===== config.mk =====
export PLATFORM = sky130hd
export DESIGN_NAME = uri_component_splitter_flat
export DESIGN_NICKNAME = d
export VERILOG_FILES = /design/src/hdl/ucs_pkg.sv /design/src/hdl/ucs_in_if.sv /design/src/hdl/ucs_out_if.sv /design/src/hdl/ucs_fifo.sv /design/src/hdl/ucs_front.sv /design/src/hdl/ucs_back.sv /design/src/hdl/uri_component_splitter.sv /design/src/flat_wrapper.sv
export SDC_FILE = /design/constraint.sdc
export NUM_CORES = 2
export LEC_CHECK = 0
export BUFFER_PORTS_ARGS = -buffer_cell sky130_fd_sc_hd__buf_2
export CORE_MARGIN = 2
export CORE_UTILIZATION = 35
export CTS_CLUSTER_DIAMETER = 80
export DETAILED_ROUTE_END_ITERATION = 8
export GPL_TIMING_DRIVEN = 0
export SYNTH_ARGS = -nofsm -noshare
export SYNTH_HDL_FRONTEND = slang
export SYNTH_SLANG_ARGS = --single-unit

===== constraint.sdc =====
create_clock -name clk -period 28.1 [get_ports clk]
set_input_delay 5.62 -clock clk [delete_from_list [all_inputs] [get_ports clk]]
set_output_delay 5.62 -clock clk [all_outputs]
set_load 0.03 [all_outputs]

===== src/hdl/ucs_pkg.sv =====
// ---------------------------------------------------------------------------
// ucs_pkg
// Shared types, codes and character helpers of the URI component splitter.
// ---------------------------------------------------------------------------
package ucs_pkg;

	// defaults of the top-level parameters
	localparam int MAX_LEN_DEF      = 65536;
	localparam int PREFIX_DEPTH_DEF = 32;
	localparam int AUTH_DEPTH_DEF   = 32;

	// buffer index width and the "no index" mark
	localparam int         IDX_W    = 6;
	localparam logic [5:0] NONE_IDX = 6'd63;

	// depth of the queue between front and back
	localparam int QUEUE_DEPTH = 2;

	// parser phases
	localparam logic [2:0] PH_PREFIX = 3'd0;
	localparam logic [2:0] PH_SLASH  = 3'd1;
	localparam logic [2:0] PH_AUTH   = 3'd2;
	localparam logic [2:0] PH_PATH   = 3'd3;
	localparam logic [2:0] PH_QUERY  = 3'd4;
	localparam logic [2:0] PH_FRAG   = 3'd5;
	localparam logic [2:0] PH_DONE   = 3'd6;

	// component tags
	localparam logic [2:0] COMP_SCHEME = 3'd0;
	localparam logic [2:0] COMP_USER   = 3'd1;
	localparam logic [2:0] COMP_PASS   = 3'd2;
	localparam logic [2:0] COMP_HOST   = 3'd3;
	localparam logic [2:0] COMP_PATH   = 3'd4;
	localparam logic [2:0] COMP_QUERY  = 3'd5;
	localparam logic [2:0] COMP_FRAG   = 3'd6;

	// status codes
	localparam logic [1:0] ST_OK      = 2'd0;
	localparam logic [1:0] ST_INVALID = 2'd1;
	localparam logic [1:0] ST_LONG    = 2'd2;
	localparam logic [1:0] ST_OVF     = 2'd3;

	// scheme flag bit positions
	localparam int SF_VALID  = 0;
	localparam int SF_HTTP   = 1;
	localparam int SF_HTTPS  = 2;
	localparam int SF_SCHEME = 3;

	// buffer select
	localparam logic SRC_PREFIX = 1'b0;
	localparam logic SRC_AUTH   = 1'b1;

	// port constants
	localparam logic [16:0] PORT_MAX   = 17'd65535;
	localparam logic [15:0] PORT_HTTP  = 16'd80;
	localparam logic [15:0] PORT_HTTPS = 16'd443;
	localparam logic [16:0] TERM_COUNT = 17'd7;

	// characters
	localparam logic [7:0] CH_NUL   = 8'h00;
	localparam logic [7:0] CH_COLON = 8'h3A;
	localparam logic [7:0] CH_SLASH = 8'h2F;
	localparam logic [7:0] CH_QMARK = 8'h3F;
	localparam logic [7:0] CH_HASH  = 8'h23;
	localparam logic [7:0] CH_AT    = 8'h40;
	localparam logic [7:0] CH_LBRK  = 8'h5B;
	localparam logic [7:0] CH_RBRK  = 8'h5D;
	localparam logic [7:0] CH_PLUS  = 8'h2B;
	localparam logic [7:0] CH_MINUS = 8'h2D;
	localparam logic [7:0] CH_DOT   = 8'h2E;

	// one emit range over a buffer, empty when a >= b
	typedef struct packed {
		logic [5:0] a;
		logic [5:0] b;
		logic [2:0] comp;
	} rng_t;

	// everything one input item causes, in emit order:
	// ranges, first byte, second byte, final result
	typedef struct packed {
		logic        src;
		rng_t [2:0]  rng;
		logic        b0_v;
		logic [7:0]  b0;
		logic [2:0]  c0;
		logic        b1_v;
		logic [7:0]  b1;
		logic [2:0]  c1;
		logic        fin_v;
		logic [1:0]  status;
		logic [15:0] port;
		logic        opaque;
		logic [16:0] req;
	} bundle_t;

	// buffer write from front to back
	typedef struct packed {
		logic       en;
		logic       sel;
		logic [5:0] addr;
		logic [7:0] data;
	} wr_t;

	// queue and back state seen by the front
	typedef struct packed {
		logic busy;
		logic full;
	} qstat_t;

	function automatic logic [7:0] to_lower(logic [7:0] c);
		return (c >= 8'h41 && c <= 8'h5A) ? c + 8'd32 : c;
	endfunction

	function automatic logic is_alpha(logic [7:0] c);
		logic [7:0] l;
		l = to_lower(c);
		return l >= 8'h61 && l <= 8'h7A;
	endfunction

	function automatic logic is_digit(logic [7:0] c);
		return c >= 8'h30 && c <= 8'h39;
	endfunction

	function automatic logic is_delim(logic [7:0] c);
		return c == CH_SLASH || c == CH_QMARK || c == CH_HASH;
	endfunction

	// letters of "https"
	function automatic logic [7:0] https_char(logic [2:0] i);
		logic [7:0] r;
		unique case (i)
			3'd0: r = 8'h68;
			3'd1: r = 8'h74;
			3'd2: r = 8'h74;
			3'd3: r = 8'h70;
			3'd4: r = 8'h73;
			default: r = 8'h00;
		endcase
		return r;
	endfunction

endpackage


===== src/hdl/ucs_in_if.sv =====
// ---------------------------------------------------------------------------
// ucs_in_if
// Request channel carrying URI characters.
// ---------------------------------------------------------------------------
interface ucs_in_if;
	logic       valid;
	logic       ready;
	logic [7:0] in_byte;
	logic       in_last;

	modport source (output valid, in_byte, in_last, input ready);
	modport sink   (input valid, in_byte, in_last, output ready);
endinterface


===== src/hdl/ucs_out_if.sv =====
// ---------------------------------------------------------------------------
// ucs_out_if
// Result channel carrying tagged characters and the final summary.
// ---------------------------------------------------------------------------
interface ucs_out_if;
	logic        valid;
	logic        ready;
	logic [7:0]  out_byte;
	logic [2:0]  component;
	logic        byte_valid;
	logic        run_last;
	logic [1:0]  status;
	logic [15:0] port;
	logic        opaque;
	logic [16:0] req_size;

	modport source (output valid, out_byte, component, byte_valid, run_last, status, port,
		opaque, req_size, input ready);
	modport sink   (input valid, out_byte, component, byte_valid, run_last, status, port,
		opaque, req_size, output ready);
endinterface


===== src/hdl/ucs_fifo.sv =====
// ---------------------------------------------------------------------------
// ucs_fifo
// Short queue of request bundles between front and back.
// ---------------------------------------------------------------------------
module ucs_fifo (
	input  logic              clk,
	input  logic              arst_n,
	input  logic              push,
	input  ucs_pkg::bundle_t  wdata,
	input  logic              pop,
	output ucs_pkg::bundle_t  rdata,
	output logic              full,
	output logic              empty
);
	localparam int PW = $clog2(ucs_pkg::QUEUE_DEPTH);
	localparam int CW = $clog2(ucs_pkg::QUEUE_DEPTH + 1);

	ucs_pkg::bundle_t ent_q [ucs_pkg::QUEUE_DEPTH];
	logic [PW-1:0]    wp_q;
	logic [PW-1:0]    rp_q;
	logic [CW-1:0]    cnt_q;

	assign full  = cnt_q == CW'(ucs_pkg::QUEUE_DEPTH);
	assign empty = cnt_q == '0;
	assign rdata = ent_q[rp_q];

	// store entries
	always_ff @(posedge clk) begin
		if (push) begin
			ent_q[wp_q] <= wdata;
		end
	end

	// advance pointers and fill count
	always_ff @(posedge clk or negedge arst_n) begin
		if (!arst_n) begin
			wp_q  <= '0;
			rp_q  <= '0;
			cnt_q <= '0;
		end else begin
			if (push) begin
				wp_q <= (wp_q == PW'(ucs_pkg::QUEUE_DEPTH - 1)) ? '0 : wp_q + 1'b1;
			end
			if (pop) begin
				rp_q <= (rp_q == PW'(ucs_pkg::QUEUE_DEPTH - 1)) ? '0 : rp_q + 1'b1;
			end
			if (push && !pop) begin
				cnt_q <= cnt_q + 1'b1;
			end else if (pop && !push) begin
				cnt_q <= cnt_q - 1'b1;
			end
		end
	end
endmodule


===== src/hdl/ucs_front.sv =====
// ---------------------------------------------------------------------------
// ucs_front
// Accepts URI characters, tracks phase, scheme and authority marks, writes
// the buffers and posts one bundle of emit work per accepted character that has any.
// ---------------------------------------------------------------------------
module ucs_front #(
	parameter int MAX_LEN      = ucs_pkg::MAX_LEN_DEF,
	parameter int PREFIX_DEPTH = ucs_pkg::PREFIX_DEPTH_DEF,
	parameter int AUTH_DEPTH   = ucs_pkg::AUTH_DEPTH_DEF
) (
	input  logic              clk,
	input  logic              arst_n,
	ucs_in_if.sink            uri,
	input  ucs_pkg::qstat_t   qstat,
	output logic              push,
	output ucs_pkg::bundle_t  bundle,
	output ucs_pkg::wr_t      wr
);
	localparam int TW = $clog2(MAX_LEN + 1);

	typedef struct packed {
		logic [2:0] ph;
		logic [2:0] comp;
	} body_t;

	typedef struct packed {
		logic       ok;
		logic       pg;
		logic [5:0] ue;
		logic [5:0] ps;
		logic [5:0] pe;
		logic [5:0] h0;
		logic [5:0] h1;
	} res_t;

	// tag a body character and step the phase
	function automatic body_t body(logic [2:0] ph, logic [7:0] c);
		body_t r;
		r.ph = ph;
		r.comp = ucs_pkg::COMP_FRAG;
		if (ph == ucs_pkg::PH_PATH) begin
			if (c == ucs_pkg::CH_QMARK) begin
				r.ph = ucs_pkg::PH_QUERY;
				r.comp = ucs_pkg::COMP_QUERY;
			end else if (c == ucs_pkg::CH_HASH) begin
				r.ph = ucs_pkg::PH_FRAG;
			end else begin
				r.comp = ucs_pkg::COMP_PATH;
			end
		end else if (ph == ucs_pkg::PH_QUERY) begin
			if (c == ucs_pkg::CH_HASH) begin
				r.ph = ucs_pkg::PH_FRAG;
			end else begin
				r.comp = ucs_pkg::COMP_QUERY;
			end
		end
		return r;
	endfunction

	// split the buffered authority into user, password, host and port
	function automatic res_t resolve(logic [5:0] len, logic [5:0] at, logic [5:0] ucol,
		logic [5:0] lcol, logic [5:0] bcl, logic hbr, logic aclc, logic pok,
		logic [2:0] pcnt, logic [16:0] pacc);
		res_t       r;
		logic [5:0] hs;
		logic       brk;
		r = '0;
		r.ok = 1'b1;
		hs = '0;
		brk = 1'b0;
		if (at != ucs_pkg::NONE_IDX) begin
			hs = at + 6'd1;
			if (ucol != ucs_pkg::NONE_IDX && ucol < at) begin
				r.ue = ucol;
				r.ps = ucol + 6'd1;
				r.pe = at;
			end else begin
				r.ue = at;
			end
		end
		r.h0 = hs;
		r.h1 = len;
		if (hs < len && hbr) begin
			if (bcl == ucs_pkg::NONE_IDX || bcl >= len) begin
				r.ok = 1'b0;
			end else begin
				r.h0 = hs + 6'd1;
				r.h1 = bcl;
				if (bcl + 6'd1 < len) begin
					if (!aclc) begin
						r.ok = 1'b0;
					end else begin
						r.pg = 1'b1;
						brk = 1'b1;
					end
				end
			end
		end else if (lcol != ucs_pkg::NONE_IDX && (at == ucs_pkg::NONE_IDX || lcol > at)) begin
			r.h1 = lcol;
			r.pg = 1'b1;
		end
		if (r.pg && !(pok && pcnt != 3'd0 && pacc <= ucs_pkg::PORT_MAX &&
			(!brk || lcol == bcl + 6'd1))) begin
			r.ok = 1'b0;
		end
		return r;
	endfunction

	logic [2:0]    phase_q, phase_n;
	logic [5:0]    cnt_q, cnt_n;
	logic [5:0]    at_q, at_n;
	logic [5:0]    lcol_q, lcol_n;
	logic [5:0]    ucol_q, ucol_n;
	logic [5:0]    bcl_q, bcl_n;
	logic          pslash_q, pslash_n;
	logic [3:0]    sf_q, sf_n;
	logic [TW-1:0] total_q, total_n;
	logic [16:0]   csum_q, csum_n;
	logic [16:0]   port_q, port_n;
	logic [1:0]    err_q, err_n;
	logic          hasauth_q, hasauth_n;
	logic [16:0]   pacc_q, pacc_n;
	logic [2:0]    pcnt_q, pcnt_n;
	logic          pok_q, pok_n;
	logic          aclc_q, aclc_n;
	logic          hbr_q, hbr_n;

	logic [7:0]    c;
	logic          accept;
	logic          do_res;
	logic          fin;
	logic          chr_ok;
	body_t         bb;
	res_t          res;
	logic [16:0]   add;
	logic [15:0]   pfin;

	assign c      = uri.in_byte;
	assign accept = uri.valid && uri.ready;

	// hold while the queue is full, or while buffers may still be read
	assign uri.ready = !qstat.full && !((phase_q == ucs_pkg::PH_PREFIX ||
		phase_q == ucs_pkg::PH_AUTH) && qstat.busy);

	always_comb begin
		phase_n   = phase_q;
		cnt_n     = cnt_q;
		at_n      = at_q;
		lcol_n    = lcol_q;
		ucol_n    = ucol_q;
		bcl_n     = bcl_q;
		pslash_n  = pslash_q;
		sf_n      = sf_q;
		total_n   = total_q;
		csum_n    = csum_q;
		port_n    = port_q;
		err_n     = err_q;
		hasauth_n = hasauth_q;
		pacc_n    = pacc_q;
		pcnt_n    = pcnt_q;
		pok_n     = pok_q;
		aclc_n    = aclc_q;
		hbr_n     = hbr_q;
		bundle    = '0;
		wr        = '0;
		do_res    = 1'b0;
		fin       = 1'b0;
		chr_ok    = 1'b0;
		bb        = '0;
		add       = '0;
		pfin      = '0;

		// feed one character
		if (accept && err_q == ucs_pkg::ST_OK && phase_q != ucs_pkg::PH_DONE) begin
			if (c == ucs_pkg::CH_NUL) begin
				fin = 1'b1;
			end else begin
				total_n = total_q + 1'b1;
				if (total_n >= TW'(MAX_LEN)) begin
					err_n = ucs_pkg::ST_LONG;
				end else begin
					unique case (phase_q)
						ucs_pkg::PH_PREFIX: begin
							if (c == ucs_pkg::CH_COLON) begin
								if (cnt_q == 6'd0 || !sf_q[ucs_pkg::SF_VALID]) begin
									err_n = ucs_pkg::ST_INVALID;
								end else begin
									bundle.src = ucs_pkg::SRC_PREFIX;
									bundle.rng[0] = '{a: 6'd0, b: cnt_q,
										comp: ucs_pkg::COMP_SCHEME};
									sf_n = '0;
									sf_n[ucs_pkg::SF_SCHEME] = 1'b1;
									sf_n[ucs_pkg::SF_HTTP] = sf_q[ucs_pkg::SF_HTTP] &&
										cnt_q == 6'd4;
									sf_n[ucs_pkg::SF_HTTPS] = sf_q[ucs_pkg::SF_HTTPS] &&
										cnt_q == 6'd5;
									cnt_n = '0;
									phase_n = ucs_pkg::PH_SLASH;
									pslash_n = 1'b0;
								end
							end else if (ucs_pkg::is_delim(c)) begin
								sf_n = '0;
								if (cnt_q == 6'd0 && c == ucs_pkg::CH_SLASH) begin
									phase_n = ucs_pkg::PH_SLASH;
									pslash_n = 1'b1;
								end else begin
									bundle.src = ucs_pkg::SRC_PREFIX;
									bundle.rng[0] = '{a: 6'd0, b: cnt_q,
										comp: ucs_pkg::COMP_PATH};
									cnt_n = '0;
									bb = body(ucs_pkg::PH_PATH, c);
									phase_n = bb.ph;
									bundle.b1_v = 1'b1;
									bundle.b1 = c;
									bundle.c1 = bb.comp;
								end
							end else if (cnt_q >= 6'(PREFIX_DEPTH)) begin
								err_n = ucs_pkg::ST_OVF;
							end else begin
								chr_ok = (cnt_q == 6'd0) ? ucs_pkg::is_alpha(c) :
									(ucs_pkg::is_alpha(c) || ucs_pkg::is_digit(c) ||
									c == ucs_pkg::CH_PLUS || c == ucs_pkg::CH_MINUS ||
									c == ucs_pkg::CH_DOT);
								if (!chr_ok) begin
									sf_n[ucs_pkg::SF_VALID] = 1'b0;
								end
								if (!(cnt_q < 6'd4 &&
									ucs_pkg::to_lower(c) == ucs_pkg::https_char(cnt_q[2:0]))) begin
									sf_n[ucs_pkg::SF_HTTP] = 1'b0;
								end
								if (!(cnt_q < 6'd5 &&
									ucs_pkg::to_lower(c) == ucs_pkg::https_char(cnt_q[2:0]))) begin
									sf_n[ucs_pkg::SF_HTTPS] = 1'b0;
								end
								wr = '{en: 1'b1, sel: ucs_pkg::SRC_PREFIX, addr: cnt_q, data: c};
								cnt_n = cnt_q + 6'd1;
							end
						end
						ucs_pkg::PH_SLASH: begin
							if (c == ucs_pkg::CH_SLASH && !pslash_q) begin
								pslash_n = 1'b1;
							end else if (c == ucs_pkg::CH_SLASH) begin
								hasauth_n = 1'b1;
								pslash_n = 1'b0;
								cnt_n = '0;
								at_n = ucs_pkg::NONE_IDX;
								lcol_n = ucs_pkg::NONE_IDX;
								ucol_n = ucs_pkg::NONE_IDX;
								bcl_n = ucs_pkg::NONE_IDX;
								pacc_n = '0;
								pcnt_n = '0;
								pok_n = 1'b1;
								aclc_n = 1'b0;
								hbr_n = 1'b0;
								phase_n = ucs_pkg::PH_AUTH;
							end else begin
								if (pslash_q) begin
									bundle.b0_v = 1'b1;
									bundle.b0 = ucs_pkg::CH_SLASH;
									bundle.c0 = ucs_pkg::COMP_PATH;
								end
								pslash_n = 1'b0;
								bb = body(ucs_pkg::PH_PATH, c);
								phase_n = bb.ph;
								bundle.b1_v = 1'b1;
								bundle.b1 = c;
								bundle.c1 = bb.comp;
							end
						end
						ucs_pkg::PH_AUTH: begin
							if (ucs_pkg::is_delim(c)) begin
								do_res = 1'b1;
							end else if (cnt_q >= 6'(AUTH_DEPTH)) begin
								err_n = ucs_pkg::ST_OVF;
							end else begin
								// track marks of the authority
								if (c == ucs_pkg::CH_AT) begin
									at_n = cnt_q;
									bcl_n = ucs_pkg::NONE_IDX;
								end else if (c == ucs_pkg::CH_COLON) begin
									if (ucol_q == ucs_pkg::NONE_IDX) begin
										ucol_n = cnt_q;
									end
									lcol_n = cnt_q;
								end else if (c == ucs_pkg::CH_RBRK && bcl_q == ucs_pkg::NONE_IDX) begin
									bcl_n = cnt_q;
								end
								// port digits after the last colon
								if (c == ucs_pkg::CH_COLON) begin
									pacc_n = '0;
									pcnt_n = '0;
									pok_n = 1'b1;
								end else if (ucs_pkg::is_digit(c) && pcnt_q < 3'd5) begin
									pacc_n = (pacc_q << 3) + (pacc_q << 1) + 17'(c[3:0]);
									pcnt_n = pcnt_q + 3'd1;
								end else begin
									pok_n = 1'b0;
								end
								// first host character and the one after ']'
								if (c == ucs_pkg::CH_AT) begin
									hbr_n = 1'b0;
								end else if (cnt_q == 6'd0 ||
									(at_q != ucs_pkg::NONE_IDX && at_q + 6'd1 == cnt_q)) begin
									hbr_n = c == ucs_pkg::CH_LBRK;
								end
								if (bcl_q != ucs_pkg::NONE_IDX && cnt_q == bcl_q + 6'd1) begin
									aclc_n = c == ucs_pkg::CH_COLON;
								end
								wr = '{en: 1'b1, sel: ucs_pkg::SRC_AUTH, addr: cnt_q, data: c};
								cnt_n = cnt_q + 6'd1;
							end
						end
						default: begin
							bb = body(phase_q, c);
							phase_n = bb.ph;
							bundle.b1_v = 1'b1;
							bundle.b1 = c;
							bundle.c1 = bb.comp;
						end
					endcase
				end
			end
		end

		res = resolve(cnt_n, at_n, ucol_n, lcol_n, bcl_n, hbr_n, aclc_n, pok_n, pcnt_n, pacc_n);

		// resolve the authority at a delimiter
		if (do_res) begin
			if (!res.ok) begin
				err_n = ucs_pkg::ST_INVALID;
			end else begin
				bundle.src = ucs_pkg::SRC_AUTH;
				bundle.rng[0] = '{a: 6'd0, b: res.ue, comp: ucs_pkg::COMP_USER};
				bundle.rng[1] = '{a: res.ps, b: res.pe, comp: ucs_pkg::COMP_PASS};
				bundle.rng[2] = '{a: res.h0, b: res.h1, comp: ucs_pkg::COMP_HOST};
				if (res.pg) begin
					port_n = pacc_n;
				end
				cnt_n = '0;
				at_n = ucs_pkg::NONE_IDX;
				lcol_n = ucs_pkg::NONE_IDX;
				ucol_n = ucs_pkg::NONE_IDX;
				bcl_n = ucs_pkg::NONE_IDX;
				bb = body(ucs_pkg::PH_PATH, c);
				phase_n = bb.ph;
				bundle.b1_v = 1'b1;
				bundle.b1 = c;
				bundle.c1 = bb.comp;
			end
		end

		// finish the text at a zero byte or at the last character
		if (accept && uri.in_last && err_n == ucs_pkg::ST_OK && phase_n != ucs_pkg::PH_DONE) begin
			fin = 1'b1;
		end
		if (fin) begin
			unique case (phase_n)
				ucs_pkg::PH_PREFIX: begin
					sf_n = '0;
					bundle.src = ucs_pkg::SRC_PREFIX;
					bundle.rng[0] = '{a: 6'd0, b: cnt_n, comp: ucs_pkg::COMP_PATH};
					cnt_n = '0;
				end
				ucs_pkg::PH_SLASH: begin
					if (pslash_n) begin
						bundle.b0_v = 1'b1;
						bundle.b0 = ucs_pkg::CH_SLASH;
						bundle.c0 = ucs_pkg::COMP_PATH;
					end
					pslash_n = 1'b0;
				end
				ucs_pkg::PH_AUTH: begin
					if (!res.ok) begin
						err_n = ucs_pkg::ST_INVALID;
					end else begin
						bundle.src = ucs_pkg::SRC_AUTH;
						bundle.rng[0] = '{a: 6'd0, b: res.ue, comp: ucs_pkg::COMP_USER};
						bundle.rng[1] = '{a: res.ps, b: res.pe, comp: ucs_pkg::COMP_PASS};
						bundle.rng[2] = '{a: res.h0, b: res.h1, comp: ucs_pkg::COMP_HOST};
						if (res.pg) begin
							port_n = pacc_n;
						end
						cnt_n = '0;
					end
				end
				default: begin
					cnt_n = cnt_n;
				end
			endcase
			phase_n = ucs_pkg::PH_DONE;
		end

		// count emitted characters
		add = 17'(bundle.b0_v) + 17'(bundle.b1_v);
		for (int k = 0; k < 3; k++) begin
			if (bundle.rng[k].a < bundle.rng[k].b) begin
				add = add + 17'(bundle.rng[k].b - bundle.rng[k].a);
			end
		end
		csum_n = csum_q + add;

		// final summary, then return to reset state
		if (accept && uri.in_last) begin
			bundle.fin_v = 1'b1;
			bundle.status = err_n;
			if (err_n == ucs_pkg::ST_OK) begin
				pfin = port_n[15:0];
				if (pfin == 16'd0 && sf_n[ucs_pkg::SF_SCHEME]) begin
					if (sf_n[ucs_pkg::SF_HTTP]) begin
						pfin = ucs_pkg::PORT_HTTP;
					end else if (sf_n[ucs_pkg::SF_HTTPS]) begin
						pfin = ucs_pkg::PORT_HTTPS;
					end
				end
				bundle.port = pfin;
				bundle.opaque = !hasauth_n;
				bundle.req = csum_n + ucs_pkg::TERM_COUNT;
			end
			phase_n   = ucs_pkg::PH_PREFIX;
			cnt_n     = '0;
			at_n      = ucs_pkg::NONE_IDX;
			lcol_n    = ucs_pkg::NONE_IDX;
			ucol_n    = ucs_pkg::NONE_IDX;
			bcl_n     = ucs_pkg::NONE_IDX;
			pslash_n  = 1'b0;
			sf_n      = 4'b0111;
			total_n   = '0;
			csum_n    = '0;
			port_n    = '0;
			err_n     = ucs_pkg::ST_OK;
			hasauth_n = 1'b0;
			pacc_n    = '0;
			pcnt_n    = '0;
			pok_n     = 1'b1;
			aclc_n    = 1'b0;
			hbr_n     = 1'b0;
		end

		push = bundle.fin_v || bundle.b0_v || bundle.b1_v ||
			(bundle.rng[0].a < bundle.rng[0].b) || (bundle.rng[1].a < bundle.rng[1].b) ||
			(bundle.rng[2].a < bundle.rng[2].b);
	end

	// parser state
	always_ff @(posedge clk or negedge arst_n) begin
		if (!arst_n) begin
			phase_q   <= ucs_pkg::PH_PREFIX;
			cnt_q     <= '0;
			at_q      <= ucs_pkg::NONE_IDX;
			lcol_q    <= ucs_pkg::NONE_IDX;
			ucol_q    <= ucs_pkg::NONE_IDX;
			bcl_q     <= ucs_pkg::NONE_IDX;
			pslash_q  <= 1'b0;
			sf_q      <= 4'b0111;
			total_q   <= '0;
			csum_q    <= '0;
			port_q    <= '0;
			err_q     <= ucs_pkg::ST_OK;
			hasauth_q <= 1'b0;
			pacc_q    <= '0;
			pcnt_q    <= '0;
			pok_q     <= 1'b1;
			aclc_q    <= 1'b0;
			hbr_q     <= 1'b0;
		end else begin
			phase_q   <= phase_n;
			cnt_q     <= cnt_n;
			at_q      <= at_n;
			lcol_q    <= lcol_n;
			ucol_q    <= ucol_n;
			bcl_q     <= bcl_n;
			pslash_q  <= pslash_n;
			sf_q      <= sf_n;
			total_q   <= total_n;
			csum_q    <= csum_n;
			port_q    <= port_n;
			err_q     <= err_n;
			hasauth_q <= hasauth_n;
			pacc_q    <= pacc_n;
			pcnt_q    <= pcnt_n;
			pok_q     <= pok_n;
			aclc_q    <= aclc_n;
			hbr_q     <= hbr_n;
		end
	end
endmodule


===== src/hdl/ucs_back.sv =====
// ---------------------------------------------------------------------------
// ucs_back
// Holds the prefix and authority buffers and walks each bundle, one result
// per cycle unless the output stalls, through a read stage into the output register.
// ---------------------------------------------------------------------------
module ucs_back #(
	parameter int PREFIX_DEPTH = ucs_pkg::PREFIX_DEPTH_DEF,
	parameter int AUTH_DEPTH   = ucs_pkg::AUTH_DEPTH_DEF
) (
	input  logic              clk,
	input  logic              arst_n,
	input  logic              q_valid,
	input  ucs_pkg::bundle_t  q_data,
	output logic              q_pop,
	input  ucs_pkg::wr_t      wr,
	output logic              busy,
	ucs_out_if.source         part
);
	localparam int PAW = $clog2(PREFIX_DEPTH);
	localparam int AAW = $clog2(AUTH_DEPTH);

	// walk positions within a bundle
	localparam logic [2:0] SL_R0  = 3'd0;
	localparam logic [2:0] SL_R2  = 3'd2;
	localparam logic [2:0] SL_B0  = 3'd3;
	localparam logic [2:0] SL_B1  = 3'd4;
	localparam logic [2:0] SL_FIN = 3'd5;

	typedef struct packed {
		logic       found;
		logic [2:0] slot;
		logic [5:0] idx;
	} pos_t;

	function automatic logic slot_valid(ucs_pkg::bundle_t b, logic [2:0] s);
		logic r;
		unique case (s)
			SL_B0:  r = b.b0_v;
			SL_B1:  r = b.b1_v;
			SL_FIN: r = b.fin_v;
			3'd0, 3'd1, 3'd2: r = b.rng[s[1:0]].a < b.rng[s[1:0]].b;
			default: r = 1'b0;
		endcase
		return r;
	endfunction

	// first non-empty position at or after slot s
	function automatic pos_t first_from(ucs_pkg::bundle_t b, logic [3:0] s);
		pos_t r;
		r = '0;
		for (int k = 0; k <= 5; k++) begin
			if (!r.found && 4'(k) >= s && slot_valid(b, 3'(k))) begin
				r.found = 1'b1;
				r.slot = 3'(k);
				// index only matters for range slots
				r.idx = b.rng[(k <= 2) ? k : 0].a;
			end
		end
		return r;
	endfunction

	logic [7:0]       pre_mem  [PREFIX_DEPTH];
	logic [7:0]       auth_mem [AUTH_DEPTH];

	logic             act_q;
	ucs_pkg::bundle_t cur_q;
	logic [2:0]       slot_q;
	logic [5:0]       idx_q;

	logic             v_s1;
	logic             mem_s1;
	logic             sel_s1;
	logic [7:0]       pre_rd_s1;
	logic [7:0]       auth_rd_s1;
	logic [7:0]       byte_s1;
	logic [2:0]       comp_s1;
	logic             bv_s1;
	logic             last_s1;
	logic [1:0]       status_s1;
	logic [15:0]      port_s1;
	logic             opq_s1;
	logic [16:0]      req_s1;

	logic             out_load;
	logic             issue;
	pos_t             nxt;
	logic             in_rng;

	assign out_load = v_s1 && (!part.valid || part.ready);
	assign issue    = act_q && (!v_s1 || out_load);
	assign q_pop    = !act_q && q_valid;
	assign busy     = act_q || v_s1;
	assign in_rng   = slot_q <= SL_R2;

	// next position after the current one
	always_comb begin
		if (in_rng && idx_q + 6'd1 < cur_q.rng[slot_q[1:0]].b) begin
			nxt = '{found: 1'b1, slot: slot_q, idx: idx_q + 6'd1};
		end else begin
			nxt = first_from(cur_q, 4'(slot_q) + 4'd1);
		end
	end

	// write buffers
	always_ff @(posedge clk) begin
		if (wr.en) begin
			if (wr.sel == ucs_pkg::SRC_AUTH) begin
				auth_mem[wr.addr[AAW-1:0]] <= wr.data;
			end else begin
				pre_mem[wr.addr[PAW-1:0]] <= wr.data;
			end
		end
	end

	// read stage payload
	always_ff @(posedge clk) begin
		if (issue) begin
			pre_rd_s1  <= pre_mem[idx_q[PAW-1:0]];
			auth_rd_s1 <= auth_mem[idx_q[AAW-1:0]];
			mem_s1     <= in_rng;
			sel_s1     <= cur_q.src;
			last_s1    <= !nxt.found;
			byte_s1    <= '0;
			comp_s1    <= '0;
			bv_s1      <= 1'b1;
			status_s1  <= ucs_pkg::ST_OK;
			port_s1    <= '0;
			opq_s1     <= 1'b0;
			req_s1     <= '0;
			unique case (slot_q)
				SL_B0: begin
					byte_s1 <= cur_q.b0;
					comp_s1 <= cur_q.c0;
				end
				SL_B1: begin
					byte_s1 <= cur_q.b1;
					comp_s1 <= cur_q.c1;
				end
				SL_FIN: begin
					bv_s1     <= 1'b0;
					status_s1 <= cur_q.status;
					port_s1   <= cur_q.port;
					opq_s1    <= cur_q.opaque;
					req_s1    <= cur_q.req;
				end
				default: begin
					comp_s1 <= cur_q.rng[slot_q[1:0]].comp;
				end
			endcase
		end
	end

	// output register payload
	always_ff @(posedge clk) begin
		if (out_load) begin
			part.out_byte   <= mem_s1 ? (sel_s1 ? auth_rd_s1 : pre_rd_s1) : byte_s1;
			part.component  <= comp_s1;
			part.byte_valid <= bv_s1;
			part.run_last   <= last_s1;
			part.status     <= status_s1;
			part.port       <= port_s1;
			part.opaque     <= opq_s1;
			part.req_size   <= req_s1;
		end
	end

	// walk bundles, advance stages
	always_ff @(posedge clk or negedge arst_n) begin
		if (!arst_n) begin
			act_q      <= 1'b0;
			slot_q     <= SL_R0;
			idx_q      <= '0;
			v_s1       <= 1'b0;
			part.valid <= 1'b0;
		end else begin
			if (q_pop) begin
				act_q  <= 1'b1;
				slot_q <= first_from(q_data, 4'd0).slot;
				idx_q  <= first_from(q_data, 4'd0).idx;
			end else if (issue) begin
				act_q  <= nxt.found;
				slot_q <= nxt.slot;
				idx_q  <= nxt.idx;
			end
			if (issue) begin
				v_s1 <= 1'b1;
			end else if (out_load) begin
				v_s1 <= 1'b0;
			end
			if (out_load) begin
				part.valid <= 1'b1;
			end else if (part.ready) begin
				part.valid <= 1'b0;
			end
		end
	end

	// hold the bundle being walked
	always_ff @(posedge clk) begin
		if (q_pop) begin
			cur_q <= q_data;
		end
	end
endmodule


===== src/hdl/uri_component_splitter.sv =====
// An accepted request passes the queue, the bundle register, the read stage and the output
// register to its first result, then 1 result per cycle while the output is not stalled.
// The back end pops the next request only after issuing the last result of the current one.
// The first character of a URI and characters buffered for scheme or authority wait
// until the back end has drained the results of earlier requests.
// Reset (arst_n low) clears the parser and queue; buffers hold no reset value.
// ---------------------------------------------------------------------------
// uri_component_splitter
// Splits a URI stream into tagged scheme, userinfo, host, path, query and
// fragment characters and a final status summary.
// ---------------------------------------------------------------------------
module uri_component_splitter #(
	parameter int MAX_LEN      = ucs_pkg::MAX_LEN_DEF,
	parameter int PREFIX_DEPTH = ucs_pkg::PREFIX_DEPTH_DEF,
	parameter int AUTH_DEPTH   = ucs_pkg::AUTH_DEPTH_DEF
) (
	input logic       clk,
	input logic       arst_n,
	ucs_in_if.sink    uri,
	ucs_out_if.source part
);
	ucs_pkg::bundle_t push_data;
	ucs_pkg::bundle_t pop_data;
	ucs_pkg::wr_t     wr;
	ucs_pkg::qstat_t  qstat;
	logic             push;
	logic             pop;
	logic             full;
	logic             empty;
	logic             back_busy;

	assign qstat = '{busy: back_busy || !empty, full: full};

	// classify characters and post work
	ucs_front #(
		.MAX_LEN      (MAX_LEN),
		.PREFIX_DEPTH (PREFIX_DEPTH),
		.AUTH_DEPTH   (AUTH_DEPTH)
	) u_front (
		.clk    (clk),
		.arst_n (arst_n),
		.uri    (uri),
		.qstat  (qstat),
		.push   (push),
		.bundle (push_data),
		.wr     (wr)
	);

	// decouple front and back
	ucs_fifo u_fifo (
		.clk    (clk),
		.arst_n (arst_n),
		.push   (push),
		.wdata  (push_data),
		.pop    (pop),
		.rdata  (pop_data),
		.full   (full),
		.empty  (empty)
	);

	// emit results
	ucs_back #(
		.PREFIX_DEPTH (PREFIX_DEPTH),
		.AUTH_DEPTH   (AUTH_DEPTH)
	) u_back (
		.clk     (clk),
		.arst_n  (arst_n),
		.q_valid (!empty),
		.q_data  (pop_data),
		.q_pop   (pop),
		.wr      (wr),
		.busy    (back_busy),
		.part    (part)
	);
endmodule

===== src/flat_wrapper.sv =====
// flat-port wrapper written by rule: the top's interface ports become plain ports
module uri_component_splitter_flat 
#(
	parameter int MAX_LEN      = ucs_pkg::MAX_LEN_DEF,
	parameter int PREFIX_DEPTH = ucs_pkg::PREFIX_DEPTH_DEF,
	parameter int AUTH_DEPTH   = ucs_pkg::AUTH_DEPTH_DEF
)
  (clk, arst_n, uri_valid, uri_in_byte, uri_in_last, uri_ready, part_valid, part_out_byte, part_component, part_byte_valid, part_run_last, part_status, part_port, part_opaque, part_req_size, part_ready);
  ucs_in_if uri_i ();
  ucs_out_if part_i ();
  input logic clk;
  input logic arst_n;
  input wire logic [$bits(uri_i.valid)-1:0] uri_valid;
  input wire logic [$bits(uri_i.in_byte)-1:0] uri_in_byte;
  input wire logic [$bits(uri_i.in_last)-1:0] uri_in_last;
  output wire logic [$bits(uri_i.ready)-1:0] uri_ready;
  output wire logic [$bits(part_i.valid)-1:0] part_valid;
  output wire logic [$bits(part_i.out_byte)-1:0] part_out_byte;
  output wire logic [$bits(part_i.component)-1:0] part_component;
  output wire logic [$bits(part_i.byte_valid)-1:0] part_byte_valid;
  output wire logic [$bits(part_i.run_last)-1:0] part_run_last;
  output wire logic [$bits(part_i.status)-1:0] part_status;
  output wire logic [$bits(part_i.port)-1:0] part_port;
  output wire logic [$bits(part_i.opaque)-1:0] part_opaque;
  output wire logic [$bits(part_i.req_size)-1:0] part_req_size;
  input wire logic [$bits(part_i.ready)-1:0] part_ready;
  assign uri_i.valid = uri_valid;
  assign uri_i.in_byte = uri_in_byte;
  assign uri_i.in_last = uri_in_last;
  assign uri_ready = uri_i.ready;
  assign part_valid = part_i.valid;
  assign part_out_byte = part_i.out_byte;
  assign part_component = part_i.component;
  assign part_byte_valid = part_i.byte_valid;
  assign part_run_last = part_i.run_last;
  assign part_status = part_i.status;
  assign part_port = part_i.port;
  assign part_opaque = part_i.opaque;
  assign part_req_size = part_i.req_size;
  assign part_i.ready = part_ready;
  uri_component_splitter #(.MAX_LEN(MAX_LEN), .PREFIX_DEPTH(PREFIX_DEPTH), .AUTH_DEPTH(AUTH_DEPTH)) u_core (.clk(clk), .arst_n(arst_n), .uri(uri_i), .part(part_i));
endmodule

==> metrics <==
Detailed Route Iter0 Violations=2522; die area=0.140 mm^2; Setup violations, final=0; Hold Crit Class=register to register; synthesized flop and latch total=1004; worst reg-to-reg path cell count=51; clk_lat worst skew=0.73 ns; Yosys cell types=113; relative slew slack=15.5%; Hold Crit Endpoint=u_core.u_back.part.port[1]; Mapped Avg Cell Area=14.0 um^2; outcome=completed; die extent in x=374 um; CP Class=input port to register; Worst Setup End Kind=register; slowest CP cell=o21ai_1; share of cells above drive strength 1=16.7%; clock transition at the registers of the reported paths=0.06 ns; post-route ant nets=0; # IOs=64; commonest non-fill, non-tap cell in the layout=edfxtp_1; Post-Syn Nets=3611; clk_skew=0.0665 ns; unrepaired setup endpoints after global routing=no; Slew Limit Fails=0; Mapped Area=0.0479 mm^2; core area=0.136 mm^2; reg-to-reg slack, setup=11.59 ns; EDFF count, synth=874; CP peak stage delay=0.98 ns; final core utilization=39.9%; vias in the first global route=29.7k; highest clock rate=49.1 MHz; Post-CTS Setup Inserts=0; diode count=0; Gates resized, CTS repair=0; most frequent cells in the layout=edfxtp_1 (874), nor2_1 (326), nand2_1 (183); fin nets=3792; worst hold start=u_core.u_back.port_s1[1]; Congestion Overflow GR=0; global placer's final weighted congestion=0.951; pwr/cell area=82.2 mW/mm^2; CTS Buf Count=100; Mapped Cells=3423; most common flop cell mapped by yosys=edfxtp_1; port bufs=61; hold-fix buffers at CTS=0; reg2reg start=u_core.u_fifo.cnt_q[0]; critical path launch point type=input port; number of antenna violations at the first check in global routing=13; reg-to-reg endpoint=u_core.u_fifo.ent_q[0][16]; crit path DAT=20.78 ns; Worst-Margin Slew=1.27 ns; Detailed Place HPWL=91900 um; drc violations=0; # clock sinks=1004; critical path's most frequent cell=o21ai_0; pin count of the biggest net entering global routing=69; synth warn=0; Fillers=12.5k; sequential area share after synthesis=61.6%; asr flop ratio synth=12.9%; Vias=30.1k; Max Cap Violations=0; Detailed Route WL=127000 um; CP required=28.49 ns; Max VDD drop=0.0000514 V; CTS tree=done; hold path depth=0; clk root buf=clkbuf_16; Worst Setup SP=uri_in_byte[3]; Die Height=374 um; LEAKAGE=18.4 nW; Max Root-Sink Buffers=3; minimum clock period=20.39 ns; H-tree level count=3; All-Layer GR Usage=18.0%; setup TNS=0 ns; Vias/cell=5.50; Final period util=72.6%; Hold Violations, Final=0; Initial Util=35.3%; P&R area growth vs syn=13.0%; first-pass GRT wire length=191000 um; wire per inst=23.2 um; row cnt=135; drt first pass iters=6; crit path max fanout=10
[layer usage]
layer,track usage [%],wire length (um)
met1,25.6,56200
met2,28.1,57900
met3,2.99,9190
met4,5.80,3670
met5,0,24
[flip-flops by register name (all words and copies together), names as in the netlist, 8 cells and up]
| signal | count |
|---|---|
| u_core.u_back.pre_mem | 256 |
| u_core.u_back.part.port | 16 |
| u_core.u_front.csum_q | 17 |
| u_core.u_back.port_s1 | 16 |
| u_core.u_back.auth_rd_s1 | 8 |
| u_core.u_back.part.out_byte | 8 |
| u_core.u_fifo.ent_q | 164 |
| u_core.u_back.cur_q | 82 |
| u_core.u_back.part.req_size | 17 |
| u_core.u_front.pacc_q | 17 |
| u_core.u_back.pre_rd_s1 | 8 |
| u_core.u_back.byte_s1 | 8 |
| u_core.u_front.total_q | 17 |
| u_core.u_back.auth_mem | 256 |
| u_core.u_back.req_s1 | 17 |
| u_core.u_front.port_q | 16 |
[through the flow]
step                      total power, mW  setup WS (ns)  hold slack (ns)  cells  cell area [um^2]
after global placement               3.15           5.39            0.401   5265             50500
after detailed placement             3.17           7.44            0.405   5283             51000
after floorplan                      2.75          10.61            0.400   3423             47900
after CTS                            4.48           8.08            0.376   5468             54100
final                                4.45           7.71            0.381   5468             54100
after global routing                 4.66           6.53            0.406   5468             54100
[cells by family (layout without fill, tap and decap cells)]
kind of cell	after synthesis	count (layout)	share of synthesized area, %
buf+inv	285	549	2.32
xor+xnor	124	124	2.29
fa+ha+maj	175	175	4.69
compound gates	571	571	8.37
simple gates	977	977	10.3
flops	1004	1004	61.6
mux	287	287	10.4
[Yosys cell counts, types with 24 or more instances]
master / instances / area [um^2]
nand2b_1: 25 / 156
o211ai_1: 24 / 180
dfstp_2: 28 / 736
nor4_1: 25 / 156
edfxtp_1: 874 / 26200
a31oi_1: 26 / 163
or3_1: 31 / 194
ha_1: 167 / 2090
nand3_1: 81 / 405
mux4_2: 160 / 3600
nor2_1: 329 / 1230
o21ai_0: 93 / 465
and2_1: 31 / 194
and3_1: 79 / 494
a21oi_1: 133 / 666
mux2_2: 93 / 1050
mux2i_1: 34 / 340
inv_1: 128 / 480
nor3_1: 49 / 245
dfrtp_1: 102 / 2550
nand4_1: 37 / 231
clkbuf_1: 112 / 420
xnor2_1: 80 / 701
nand2_1: 183 / 687
xor2_1: 43 / 377
a22oi_1: 26 / 195
a21o_1: 35 / 263
[how the worst max path moves through the flow]
stage          cells past startpoint                    endpoint  slack (ns)
2_1_floorplan                     32   u_core.u_fifo.ent_q[0][0]       10.61
3_5_place_dp                      51  u_core.u_fifo.ent_q[0][16]        7.44
6_report                          51  u_core.u_fifo.ent_q[0][16]        7.71
5_1_grt                           51  u_core.u_fifo.ent_q[0][16]        6.53
4_1_cts                           51  u_core.u_fifo.ent_q[0][16]        8.08
3_3_place_gp                      33  u_core.u_fifo.ent_q[0][20]        5.39
[critical path, delay by kind of cell]
family          cells  cell delay, ns
fa+ha+maj           5            1.82
buf+inv             8            2.34
compound gates     21            6.03
xor+xnor            1            0.19
simple gates       16            4.75
[power breakdown]
group | total [mW] | switching, mW | internal [mW] | leakage (nW)
Combinational | 1.31 | 0.826 | 0.483 | 8.07
Sequential | 1.83 | 0.0569 | 1.78 | 8.76
Clock | 1.31 | 0.579 | 0.730 | 1.54
[cell type report]
class	instances	area [um^2]	share of cell area [%]
Tap cell	1781	2230	4.12
Multi-Input combinational cell	2134	17400	32.1
Clock buffer	131	2630	4.85
Sequential cell	1004	29500	54.5
Buffer	151	607	1.12
Clock inverter	54	564	1.04
Inverter	134	508	0.938
Timing Repair Buffer	79	709	1.31
Note: power is estimated with default switching activity, not from simulation.
